===== config.mk =====
export PLATFORM = sky130hd
export DESIGN_NAME = streaming_top_k_threshold
export DESIGN_NICKNAME = d
export VERILOG_FILES = /design/src/stkt_pkg.sv /design/src/streaming_top_k_threshold.sv /design/src/stkt_ctrl.sv /design/src/stkt_dpath.sv
export SDC_FILE = /design/constraint.sdc
export NUM_CORES = 1
export LEC_CHECK = 0
export BUFFER_PORTS_ARGS = -buffer_cell sky130_fd_sc_hd__buf_2
export CELL_PAD_IN_SITES_DETAIL_PLACEMENT = 1
export CELL_PAD_IN_SITES_GLOBAL_PLACEMENT = 2
export CORE_MARGIN = 10
export CORE_UTILIZATION = 25
export CTS_CLUSTER_DIAMETER = 30
export DETAILED_ROUTE_END_ITERATION = 7
export GPL_TIMING_DRIVEN = 0
export HOLD_SLACK_MARGIN = 0.02
export PLACE_DENSITY = 0.53
export SYNTH_ARGS = -nofsm -noshare
export SYNTH_HDL_FRONTEND = slang
export SYNTH_SLANG_ARGS = --single-unit

===== constraint.sdc =====
create_clock -name clk -period 8.3 [get_ports clk]
set_input_delay 0.83 -clock clk [delete_from_list [all_inputs] [get_ports clk]]
set_output_delay 0.83 -clock clk [all_outputs]
set_load 0.02 [all_outputs]

===== src/stkt_pkg.sv =====
// stkt_pkg: shared types and constants for the streaming top-k threshold block
// used by stkt_ctrl, stkt_dpath, stkt_checker and streaming_top_k_threshold; no dependencies
package stkt_pkg;

  // width of the top_count register and of the held count
  localparam int CNT_W = 5;
  // width of the saturating replacement counter
  localparam int TOTAL_W = 16;
  // configuration port
  localparam int ADDR_W = 3;
  localparam int DATA_W = 32;
  // register index, taken from paddr[2]
  localparam logic REG_TOP_COUNT = 1'b0;
  localparam logic [CNT_W-1:0] TOP_COUNT_RESET = 5'd3;

  typedef enum logic [1:0] {
    S_IDLE,
    S_INSERT,
    S_RESULT
  } state_t;

  // controller to datapath
  typedef struct packed {
    logic load;     // capture the accepted sample
    logic insert;   // trim, compare and shift the sorted chain
    logic publish;  // move the finished result into the output register
  } cmd_t;

  // datapath to controller
  typedef struct packed {
    logic result_full;  // output register holds a result not yet taken
    logic result_take;  // output register is being taken this cycle
  } status_t;

endpackage


===== src/streaming_top_k_threshold.sv =====
// streaming_top_k_threshold: keeps the largest top_count samples seen and
// reports the smallest kept one; uses stkt_pkg, stkt_ctrl and stkt_dpath
//
//   channel   handshake                    payload
//   sample    sample_valid / sample_ready  sample
//   result    result_valid / result_ready  threshold, held_count, replaced,
//                                          replacement_total
//   config    apb psel/penable/pwrite      paddr, pwdata, prdata (top_count)
//
// each request goes through capture, one parallel compare-and-shift
// of the sorted chain, then load of the output register
// the next request is taken while a result still waits in the output register;
// a finished result waits in the controller until that register frees up
// rst is synchronous: the chain is emptied by clearing the held count, the
// replacement counter goes to zero and top_count returns to 3
// top_count is meant to change only between requests; zero acts as one
module streaming_top_k_threshold #(
  parameter int MAX_KEEP    = 16,
  parameter int SAMPLE_BITS = 16
) (
  input  logic                                clk,
  input  logic                                rst,
  // sample channel
  input  logic                                sample_valid,
  output logic                                sample_ready,
  input  logic signed [SAMPLE_BITS-1:0]       sample,
  // result channel
  output logic                                result_valid,
  input  logic                                result_ready,
  output logic signed [SAMPLE_BITS-1:0]       threshold,
  output logic [stkt_pkg::CNT_W-1:0]          held_count,
  output logic                                replaced,
  output logic [stkt_pkg::TOTAL_W-1:0]        replacement_total,
  // configuration port
  input  logic                                psel,
  input  logic                                penable,
  input  logic                                pwrite,
  input  logic [stkt_pkg::ADDR_W-1:0]         paddr,
  input  logic [stkt_pkg::DATA_W-1:0]         pwdata,
  output logic [stkt_pkg::DATA_W-1:0]         prdata,
  output logic                                pready
);

  stkt_pkg::cmd_t    cmd;
  stkt_pkg::status_t status;

  logic [stkt_pkg::CNT_W-1:0] top_count;
  logic                       reg_sel;

  // register index from the word address
  assign reg_sel = (paddr[2] == stkt_pkg::REG_TOP_COUNT);
  assign pready  = 1'b1;

  always_ff @(posedge clk) begin
    if (rst) begin
      top_count <= stkt_pkg::TOP_COUNT_RESET;
    end else if (psel && penable && pwrite && reg_sel) begin
      top_count <= pwdata[stkt_pkg::CNT_W-1:0];
    end
  end

  // unmapped addresses read as zero
  always_comb begin
    prdata = '0;
    if (reg_sel) begin
      prdata = {{(stkt_pkg::DATA_W - stkt_pkg::CNT_W){1'b0}}, top_count};
    end
  end

  stkt_ctrl u_ctrl (
    .clk          (clk),
    .rst          (rst),
    .sample_valid (sample_valid),
    .sample_ready (sample_ready),
    .status       (status),
    .cmd          (cmd)
  );

  stkt_dpath #(
    .MAX_KEEP    (MAX_KEEP),
    .SAMPLE_BITS (SAMPLE_BITS)
  ) u_dpath (
    .clk               (clk),
    .rst               (rst),
    .cmd               (cmd),
    .status            (status),
    .top_count         (top_count),
    .sample            (sample),
    .result_ready      (result_ready),
    .result_valid      (result_valid),
    .threshold         (threshold),
    .held_count        (held_count),
    .replaced          (replaced),
    .replacement_total (replacement_total)
  );

endmodule


===== src/stkt_ctrl.sv =====
// stkt_ctrl: request sequencer, idle -> insert -> result
// depends on stkt_pkg (state_t, cmd_t, status_t)
module stkt_ctrl (
  input  logic             clk,
  input  logic             rst,
  input  logic             sample_valid,
  output logic             sample_ready,
  input  stkt_pkg::status_t status,
  output stkt_pkg::cmd_t   cmd
);

  stkt_pkg::state_t state;
  stkt_pkg::state_t state_next;

  always_ff @(posedge clk) begin
    if (rst) begin
      state <= stkt_pkg::S_IDLE;
    end else begin
      state <= state_next;
    end
  end

  always_comb begin
    state_next   = state;
    sample_ready = 1'b0;
    cmd          = '0;
    case (state)
      stkt_pkg::S_IDLE: begin
        sample_ready = 1'b1;
        if (sample_valid) begin
          cmd.load   = 1'b1;
          state_next = stkt_pkg::S_INSERT;
        end
      end
      stkt_pkg::S_INSERT: begin
        cmd.insert = 1'b1;
        state_next = stkt_pkg::S_RESULT;
      end
      stkt_pkg::S_RESULT: begin
        // wait for the output register to free up
        if (!status.result_full || status.result_take) begin
          cmd.publish = 1'b1;
          state_next  = stkt_pkg::S_IDLE;
        end
      end
      default: begin
        state_next = stkt_pkg::S_IDLE;
      end
    endcase
  end

endmodule


===== src/stkt_dpath.sv =====
// stkt_dpath: sorted register chain with parallel compare-and-shift insert,
// counters and output register; depends on stkt_pkg (cmd_t, status_t, widths)
module stkt_dpath #(
  parameter int MAX_KEEP    = 16,
  parameter int SAMPLE_BITS = 16
) (
  input  logic                            clk,
  input  logic                            rst,
  input  stkt_pkg::cmd_t                  cmd,
  output stkt_pkg::status_t               status,
  input  logic [stkt_pkg::CNT_W-1:0]      top_count,
  input  logic signed [SAMPLE_BITS-1:0]   sample,
  input  logic                            result_ready,
  output logic                            result_valid,
  output logic signed [SAMPLE_BITS-1:0]   threshold,
  output logic [stkt_pkg::CNT_W-1:0]      held_count,
  output logic                            replaced,
  output logic [stkt_pkg::TOTAL_W-1:0]    replacement_total
);

  localparam int CW = stkt_pkg::CNT_W;
  localparam int TW = stkt_pkg::TOTAL_W;
  // largest usable k: limited by the chain depth and the register width
  localparam int KCAP = (MAX_KEEP < (2**CW - 1)) ? MAX_KEEP : (2**CW - 1);

  logic signed [SAMPLE_BITS-1:0] key;
  logic signed [SAMPLE_BITS-1:0] chain [MAX_KEEP];
  logic signed [SAMPLE_BITS-1:0] chain_next [MAX_KEEP];
  logic [CW-1:0]                 count;
  logic [CW-1:0]                 count_next;
  logic [TW-1:0]                 total;
  logic [TW-1:0]                 total_next;
  logic                          rep_flag;

  logic [CW-1:0]       k_eff;
  logic [CW-1:0]       cnt_trim;
  logic [CW-1:0]       keep_n;
  logic                full;
  logic                evict;
  logic                write_en;
  logic [MAX_KEEP-1:0] ge;
  logic [MAX_KEEP-1:0] stay;
  logic signed [SAMPLE_BITS-1:0] thr_mux;

  always_comb begin
    // zero means one, large values clip to the chain depth
    if (top_count == '0) begin
      k_eff = CW'(1);
    end else if (int'(top_count) > KCAP) begin
      k_eff = CW'(KCAP);
    end else begin
      k_eff = top_count;
    end
    // a lowered k drops the smallest entries first
    cnt_trim = (count > k_eff) ? k_eff : count;
    full     = (cnt_trim == k_eff);
    keep_n   = full ? (cnt_trim - CW'(1)) : cnt_trim;

    // ge is a prefix since the chain is sorted descending
    evict = 1'b0;
    for (int i = 0; i < MAX_KEEP; i++) begin
      ge[i] = (i < int'(cnt_trim)) && (chain[i] >= key);
      if ((i < int'(cnt_trim)) && !ge[i]) begin
        evict = 1'b1;
      end
      stay[i] = ge[i] && (i < int'(keep_n));
    end
    evict    = evict && full;
    write_en = !full || evict;

    // equal values stay ahead of the new one
    for (int i = 0; i < MAX_KEEP; i++) begin
      if (stay[i]) begin
        chain_next[i] = chain[i];
      end else if (i == 0) begin
        chain_next[i] = key;
      end else if (stay[i-1]) begin
        chain_next[i] = key;
      end else begin
        chain_next[i] = chain[i-1];
      end
    end

    count_next = full ? cnt_trim : (cnt_trim + CW'(1));
    total_next = (evict && (total != {TW{1'b1}})) ? (total + TW'(1)) : total;

    // threshold is the last held entry
    thr_mux = chain[0];
    for (int i = 0; i < MAX_KEEP; i++) begin
      if (i == int'(count) - 1) begin
        thr_mux = chain[i];
      end
    end
  end

  always_ff @(posedge clk) begin
    if (cmd.load) begin
      key <= sample;
    end
    if (cmd.insert && write_en) begin
      for (int i = 0; i < MAX_KEEP; i++) begin
        chain[i] <= chain_next[i];
      end
    end
    if (cmd.insert) begin
      rep_flag <= evict;
    end
    if (cmd.publish) begin
      threshold         <= thr_mux;
      held_count        <= count;
      replaced          <= rep_flag;
      replacement_total <= total;
    end
  end

  always_ff @(posedge clk) begin
    if (rst) begin
      count        <= '0;
      total        <= '0;
      result_valid <= 1'b0;
    end else begin
      if (cmd.insert) begin
        count <= count_next;
        total <= total_next;
      end
      if (cmd.publish) begin
        result_valid <= 1'b1;
      end else if (result_ready) begin
        result_valid <= 1'b0;
      end
    end
  end

  assign status.result_full = result_valid;
  assign status.result_take = result_valid && result_ready;

endmodule


=== After elaboration in Yosys (flattened, before gate mapping) ===
Memories as Yosys holds them, arrays and structs flattened.
Cells that the tools add are included.

* Register bits: 84
* Latch bits: 0
* Bits in writable memories: 256
* Bits in read-only memories: 0
* Input port bits: 58
* Logic and storage cells: 249
* Memories: 1

{| class="wikitable"
|+ Memory list
! name !! depth !! width !! rd ports !! clocked after memory_dff !! wr ports !! RTL line !! RTL
|-
| u_dpath.chain || 16 || 16 || 16 || 0 || 16 || stkt_dpath.sv:27 || <nowiki>logic signed [SAMPLE_BITS-1:0] chain [MAX_KEEP];</nowiki>
|}

* $add $sub $neg: 4
* Multiply operators: 0
* Div/mod/pow operators: 0
* $lt $le $gt $ge: 50
* Equality and inequality tests: 21
* Shift-type cells: 0
* Muxes and demuxes: 81
* Bitwise operators: 1
* Reductions and logical operators: 80

{| class="wikitable"
|+ Operators with widths
! operator !! count
|-
| $mux W16 || 46
|-
| $eq A5 B32 Y1 const A || 8
|-
| $ge A16 B16 Y1 || 16
|-
| $eq A4 B32 Y1 const A || 4
|-
| $lt A4 B5 Y1 const A || 16
|-
| $eq A3 B32 Y1 const A || 2
|-
| $logic_and A1 B1 Y1 || 55
|-
| $lt A3 B5 Y1 const A || 8
|-
| $eq A2 B32 Y1 const A || 1
|-
| $mux W5 || 6
|-
| $mux W1 || 26
|-
| $lt A1 B5 Y1 const A || 4
|-
| $lt A2 B5 Y1 const A || 4
|-
| $logic_not A1 Y1 || 18
|-
| $add A16 B1 Y16 const B || 1
|-
| $ne A16 B16 Y1 const B || 1
|-
| $pmux W2 S3 || 1
|-
| $sub A5 B1 Y6 const B || 1
|-
| $add A5 B1 Y5 const B || 1
|-
| $eq A5 B5 Y1 || 1
|-
| $gt A5 B5 Y1 || 1
|-
| $gt A5 B5 Y1 const B || 1
|-
| $logic_not A5 Y1 || 1
|-
| $sub A5 B1 Y5 const B || 1
|-
| 10 further kinds || 13
|}

=== Logic depth before layout (Yosys ltp) ===
* Depth after elaboration: 30
* Depth in mapped cells: 21
* Depth with buffers taken out: 17

=== Modules after synthesis ===
Synthesis repeated with hierarchy kept, for this count alone.

* Cell total of the unflattened synthesis: 2101
* Area total of the unflattened synthesis: 23246.0 um^2

{| class="wikitable"
|+ By module, submodules not included
! module !! times used !! cells an instance !! area an instance (um^2) !! sequential area each (um^2)
|-
| stkt_dpath || 1 || 2033 || 22650.5 || 9779.4
|-
| streaming_top_k_threshold || 1 || 58 || 489.2 || 100.1
|-
| stkt_ctrl || 1 || 10 || 106.4 || 40.0
|}

=== Worst setup path before layout ===
No wires, ideal clock.

* Path kind: reg2reg
* Start point: register top_count[2] in the netlist's numbering
* End point: memory u_dpath.chain[10][0] (netlist: u_dpath.chain[1][32]) (enable)
* Setup time: 390 ps
* Data arrival time: 4303 ps
* Required time: 7910 ps
* Path slack: 3606 ps
* Cell stages (with the launch flop): 19
* Buffers on the path: 3
* Path through: dfxtp_1 > buf_2 > nor2b_1 > inv_1 > ha_1 > o21a_1 > o31ai_2 > a21oi_2 > buf_6 > nor2_1 > a21oi_2 > inv_1 > ha_1 > nor2_1 > a22oi_2 > nor4b_2 > a221oi_4 > buf_6 > nor2b_1

{| class="wikitable"
|+ RTL lines
! what !! RTL line !! RTL
|-
| start: declaration || streaming_top_k_threshold.sv:47 || <nowiki>logic [stkt_pkg::CNT_W-1:0] top_count;</nowiki>
|-
| start signal: assignment || streaming_top_k_threshold.sv:56 || <nowiki>top_count <= stkt_pkg::TOP_COUNT_RESET;</nowiki>
|-
| start signal: assignment || streaming_top_k_threshold.sv:58 || <nowiki>top_count <= pwdata[stkt_pkg::CNT_W-1:0];</nowiki>
|-
| end: declaration || stkt_dpath.sv:27 ||
|}

==> results.toml <==
[timing]
maxSlewHeadroom_pct = 12.8
grt_setup_unrepaired = "no"
clock.fmax_mhz = 156
portion_of_the_clock_cycle_consumed_by_the_worst_path_in_the_final_layout_pct = 77.1
timing.final.hold_violations = 0
tns_ps = 0
finalClockSkew_ps = 34.2
drv_slew = 0
final-setup-viol-count = 0
worst_slew_pin_slew_ps = 1290
finalCriticalPeriod_ps = 6400

[final_layout]
fraction_of_final_layout_cells_sized_beyond_drive_strength_1_pct = 24.7
most-common-layout-cells = "311 x sky130_fd_sc_hd__edfxtp_1, 265 x sky130_fd_sc_hd__ha_1, 195 x sky130_fd_sc_hd__mux2_2"
multiInputGateArea_sq_um = 12600
diodes = 0
syn_to_final_growth_pct = 25.2
nets_final = 2612
nFillCells = 10200
number_of_non_filler_instances_in_the_completed_layout = 3634
layout_commonest_cell = "sky130_fd_sc_hd__edfxtp_1"
register_area_sq_um = 9920

[place]
place.detailed.instances = 3434
dpl.hpwl_mm = 70.4
gp_congestion = 0.820
io_buffer_count = 73

[run]
max_cap_viol_count = 0

[route]
detail_route.iter0.violations = 961
final_antenna_net_count = 0
drt_pass1_iterations = 5
drc = 0
detail_route.vias_per_cell = 4.93
avgRoutedWirePerCell_microns = 24.1
via_count = 17900
wl_mm = 87.6

[clock_tree]
tritoncts = "built"
cts_sinks = 340
post_cts_resized = 0
cts_made_buffers = 107
insertion_delay_ps = 670
cts_max_path_buffers = 3
cts_root_buf = "sky130_fd_sc_hd__clkbuf_16"
cts.repair_timing.setup_buffer_count = 0
worst_setup_hold_path_clk_slew_ps = 40
postCtsHoldBufs = 0
clock_tree.htree_level_count = 3

[synth]
yosysWarningCount = 0
synth.cell_area_sq_um = 23300
async_flop_share_pct = 0
synth-seq-cells = 340
synth-main-ff-cell = "sky130_fd_sc_hd__edfxtp_1"
ys_seq_area_share_pct = 42.5
top_cell_type_by_total_area_after_synthesis = "sky130_fd_sc_hd__edfxtp_1"
netlist_instances = 2074
post_synth.cell_area_avg_sq_um = 11.3
yosysTopAreaCellShare_pct = 40.0
synth_edf_count = 311
netlist_top_cells_area = "sky130_fd_sc_hd__edfxtp_1 40%, sky130_fd_sc_hd__ha_1 14%, sky130_fd_sc_hd__mux2_2 9.4%, sky130_fd_sc_hd__a21oi_1 2.6%, sky130_fd_sc_hd__dfxtp_1 2.5%"
synth_cell_type_count = 90

[floorplanning]
floorplan.die.height_microns = 326
coreArea_sq_um = 92900
rows = 112
io_pins = 131
floorplan.die_area_sq_um = 106000
initial_core_utilization_pct = 25.1
die_w_microns = 326

[setup_path]
setup.worst_path.class = "reg -> reg"
critical_path_buffers_and_inverters = 4
cells_traversed_along_the_worst_timing_path = "inv_1 -> ha_1 -> nand4_1 -> or4_1 -> and3_1 -> a41oi_1 -> inv_1 -> o41ai_1 -> nand4_1 -> and4bb_1 -> a21o_1 -> buf_2 -> nor2_2 -> buf_6"
cell_count_along_the_critical_path = 14
critPathTopFamily = "simple AND/OR/NAND/NOR gates"
crit_required_ps = 8700
timing.critical_path.from = "u_dpath.key[15]"
critical_path.max_stage_delay_ps = 670
r2r_slack_ps = 1900
rr_worst_depth = 14
worstPathArrival_ps = 6800
r2r-end = "u_dpath.chain[0][81]"
critPathCaptureType = "flip-flop"
timing.critical_path.fanout_max = 17
worstReg2RegStart = "u_dpath.key[15]"
worstSetupEndpoint = "u_dpath.chain[0][81]"
slowest_stage = "sky130_fd_sc_hd__or4_1"
category_of_the_worst_setup_path_launch_point = "flip-flop"

[power_and_ir_drop]
power.density_cell_area_nw_per_um2 = 238
irDropWorstVdd_mv = 0.129
power.leakage_uw = 0.0113

[min_path]
hold_start = "sample[0]"
hold_path_class = "in -> reg"

[global_route]
grt-ovfl-total = 0
grtUsageTotal_pct = 16.1
global_route_wire_length_before_repair_mm = 131
grt_antenna_before_repair = 1
grt_start_max_net_pins = 26
first_global_vias = 19300

[outcome]
status = "completed"
[logic make-up (layout without fill, tap and decap cells)]
logic type	count (synthesis)	in the layout	synth area share, %
flip-flops	340	340	42.5
adder cells (fa/ha/maj)	265	265	14.2
multiplexers	290	290	14.1
XOR/XNOR	8	8	0.300
AO/OA/AOI/OAI	485	485	13.9
other	2	28	0.0322
buffers and inverters	182	462	4.11
AND/OR/NAND/NOR	502	502	10.9
[power breakdown]
| group | switching (uW) | internal, uW | leakage [uW] |
|---|---|---|---|
| Sequential | 79.1 | 1980 | 0.00311 |
| Combinational | 487 | 277 | 0.00644 |
| Clock | 1240 | 2900 | 0.00179 |
[cell type report]
type                    instances  area share (%)
clock inverters                79            3.15
multi-input cells            1578            43.2
clock buffers                 121            9.52
repair buffers                 80            1.54
inverters                      59           0.758
well taps                    1254            5.37
plain buffers                 123            2.52
flip-flops and latches        340            33.9
[worst reg2reg max path, cell delays in order, from the launching register on]
cell and delay (ps):
sky130_fd_sc_hd__edfxtp_1 560, sky130_fd_sc_hd__inv_1 500, sky130_fd_sc_hd__ha_1 540, sky130_fd_sc_hd__nand4_1 300, sky130_fd_sc_hd__or4_1 670, sky130_fd_sc_hd__and3_1 200
sky130_fd_sc_hd__a41oi_1 610, sky130_fd_sc_hd__inv_1 160, sky130_fd_sc_hd__o41ai_1 360, sky130_fd_sc_hd__nand4_1 130, sky130_fd_sc_hd__and4bb_1 430, sky130_fd_sc_hd__a21o_1 630
sky130_fd_sc_hd__buf_2 570, sky130_fd_sc_hd__nor2_2 270, sky130_fd_sc_hd__buf_6 220
[synth_stat cells (all sizes together), types with 14 or more instances]
master and instances:
edfxtp 311, ha 265, mux2 240, nor2 146
a21oi 126, nand2 105, o21ai 103, buf 66
clkbuf 57, inv 57, nand4 55, mux2i 50
nand3 44, nor3 38, nor2b 37, o22ai 37
a21o 35, a22oi 35, dfxtp 29, a31oi 24
a211oi 22, o41ai 17, nand2b 16, o21a 14
[through the flow]
step           utilization, %  instance area [sq um]  setup slack, ps  hold WS (ps)  total power (uW)
2_1_floorplan               -                  23400             3610           400              2540
3_3_place_gp             27.3                  25400             1120           419              2830
3_5_place_dp             27.5                  25500             1830           413              2860
4_1_cts                  31.5                  29200             1770           293              7060
5_1_grt                  31.5                  29200             1620           314              7240
6_report                 31.5                  29200             1900           343              6970
[per-layer routing]
| metal | global-route usage [%] | part of all wire [%] | routed length (microns) | up-vias |
|---|---|---|---|---|
| met2 | 26.1 | 46 | 40400 | 344 |
| met5 | 0 | 0 | 0 | - |
| li1 | - | - | - | 8486 |
| met4 | 5.40 | 2.5 | 2190 | 0 |
| met1 | 21.8 | 48 | 41800 | 8985 |
| met3 | 2.47 | 3.6 | 3180 | 110 |
[worst min-delay path by stage]
stage,cells past startpoint,slack (ps),end
2_1_floorplan,0,400,u_dpath.replaced
3_3_place_gp,0,420,u_dpath.replaced
3_5_place_dp,0,410,u_dpath.replaced
4_1_cts,1,290,u_dpath.key[0]
5_1_grt,1,310,u_dpath.key[0]
6_report,1,340,u_dpath.key[0]
[registers in the layout, summed over array words and instances (netlist names)]
signal	flops
u_dpath.replacement_total	16
top_count	5
u_dpath.total	16
u_dpath.rep_flag	1
u_dpath.replaced	1
u_dpath.count	5
u_dpath.key	16
u_dpath.held_count	5
u_ctrl.state	2
u_dpath.result_valid	1
u_dpath.chain	256
u_dpath.threshold	16
(Power assumes the default switching activity.)
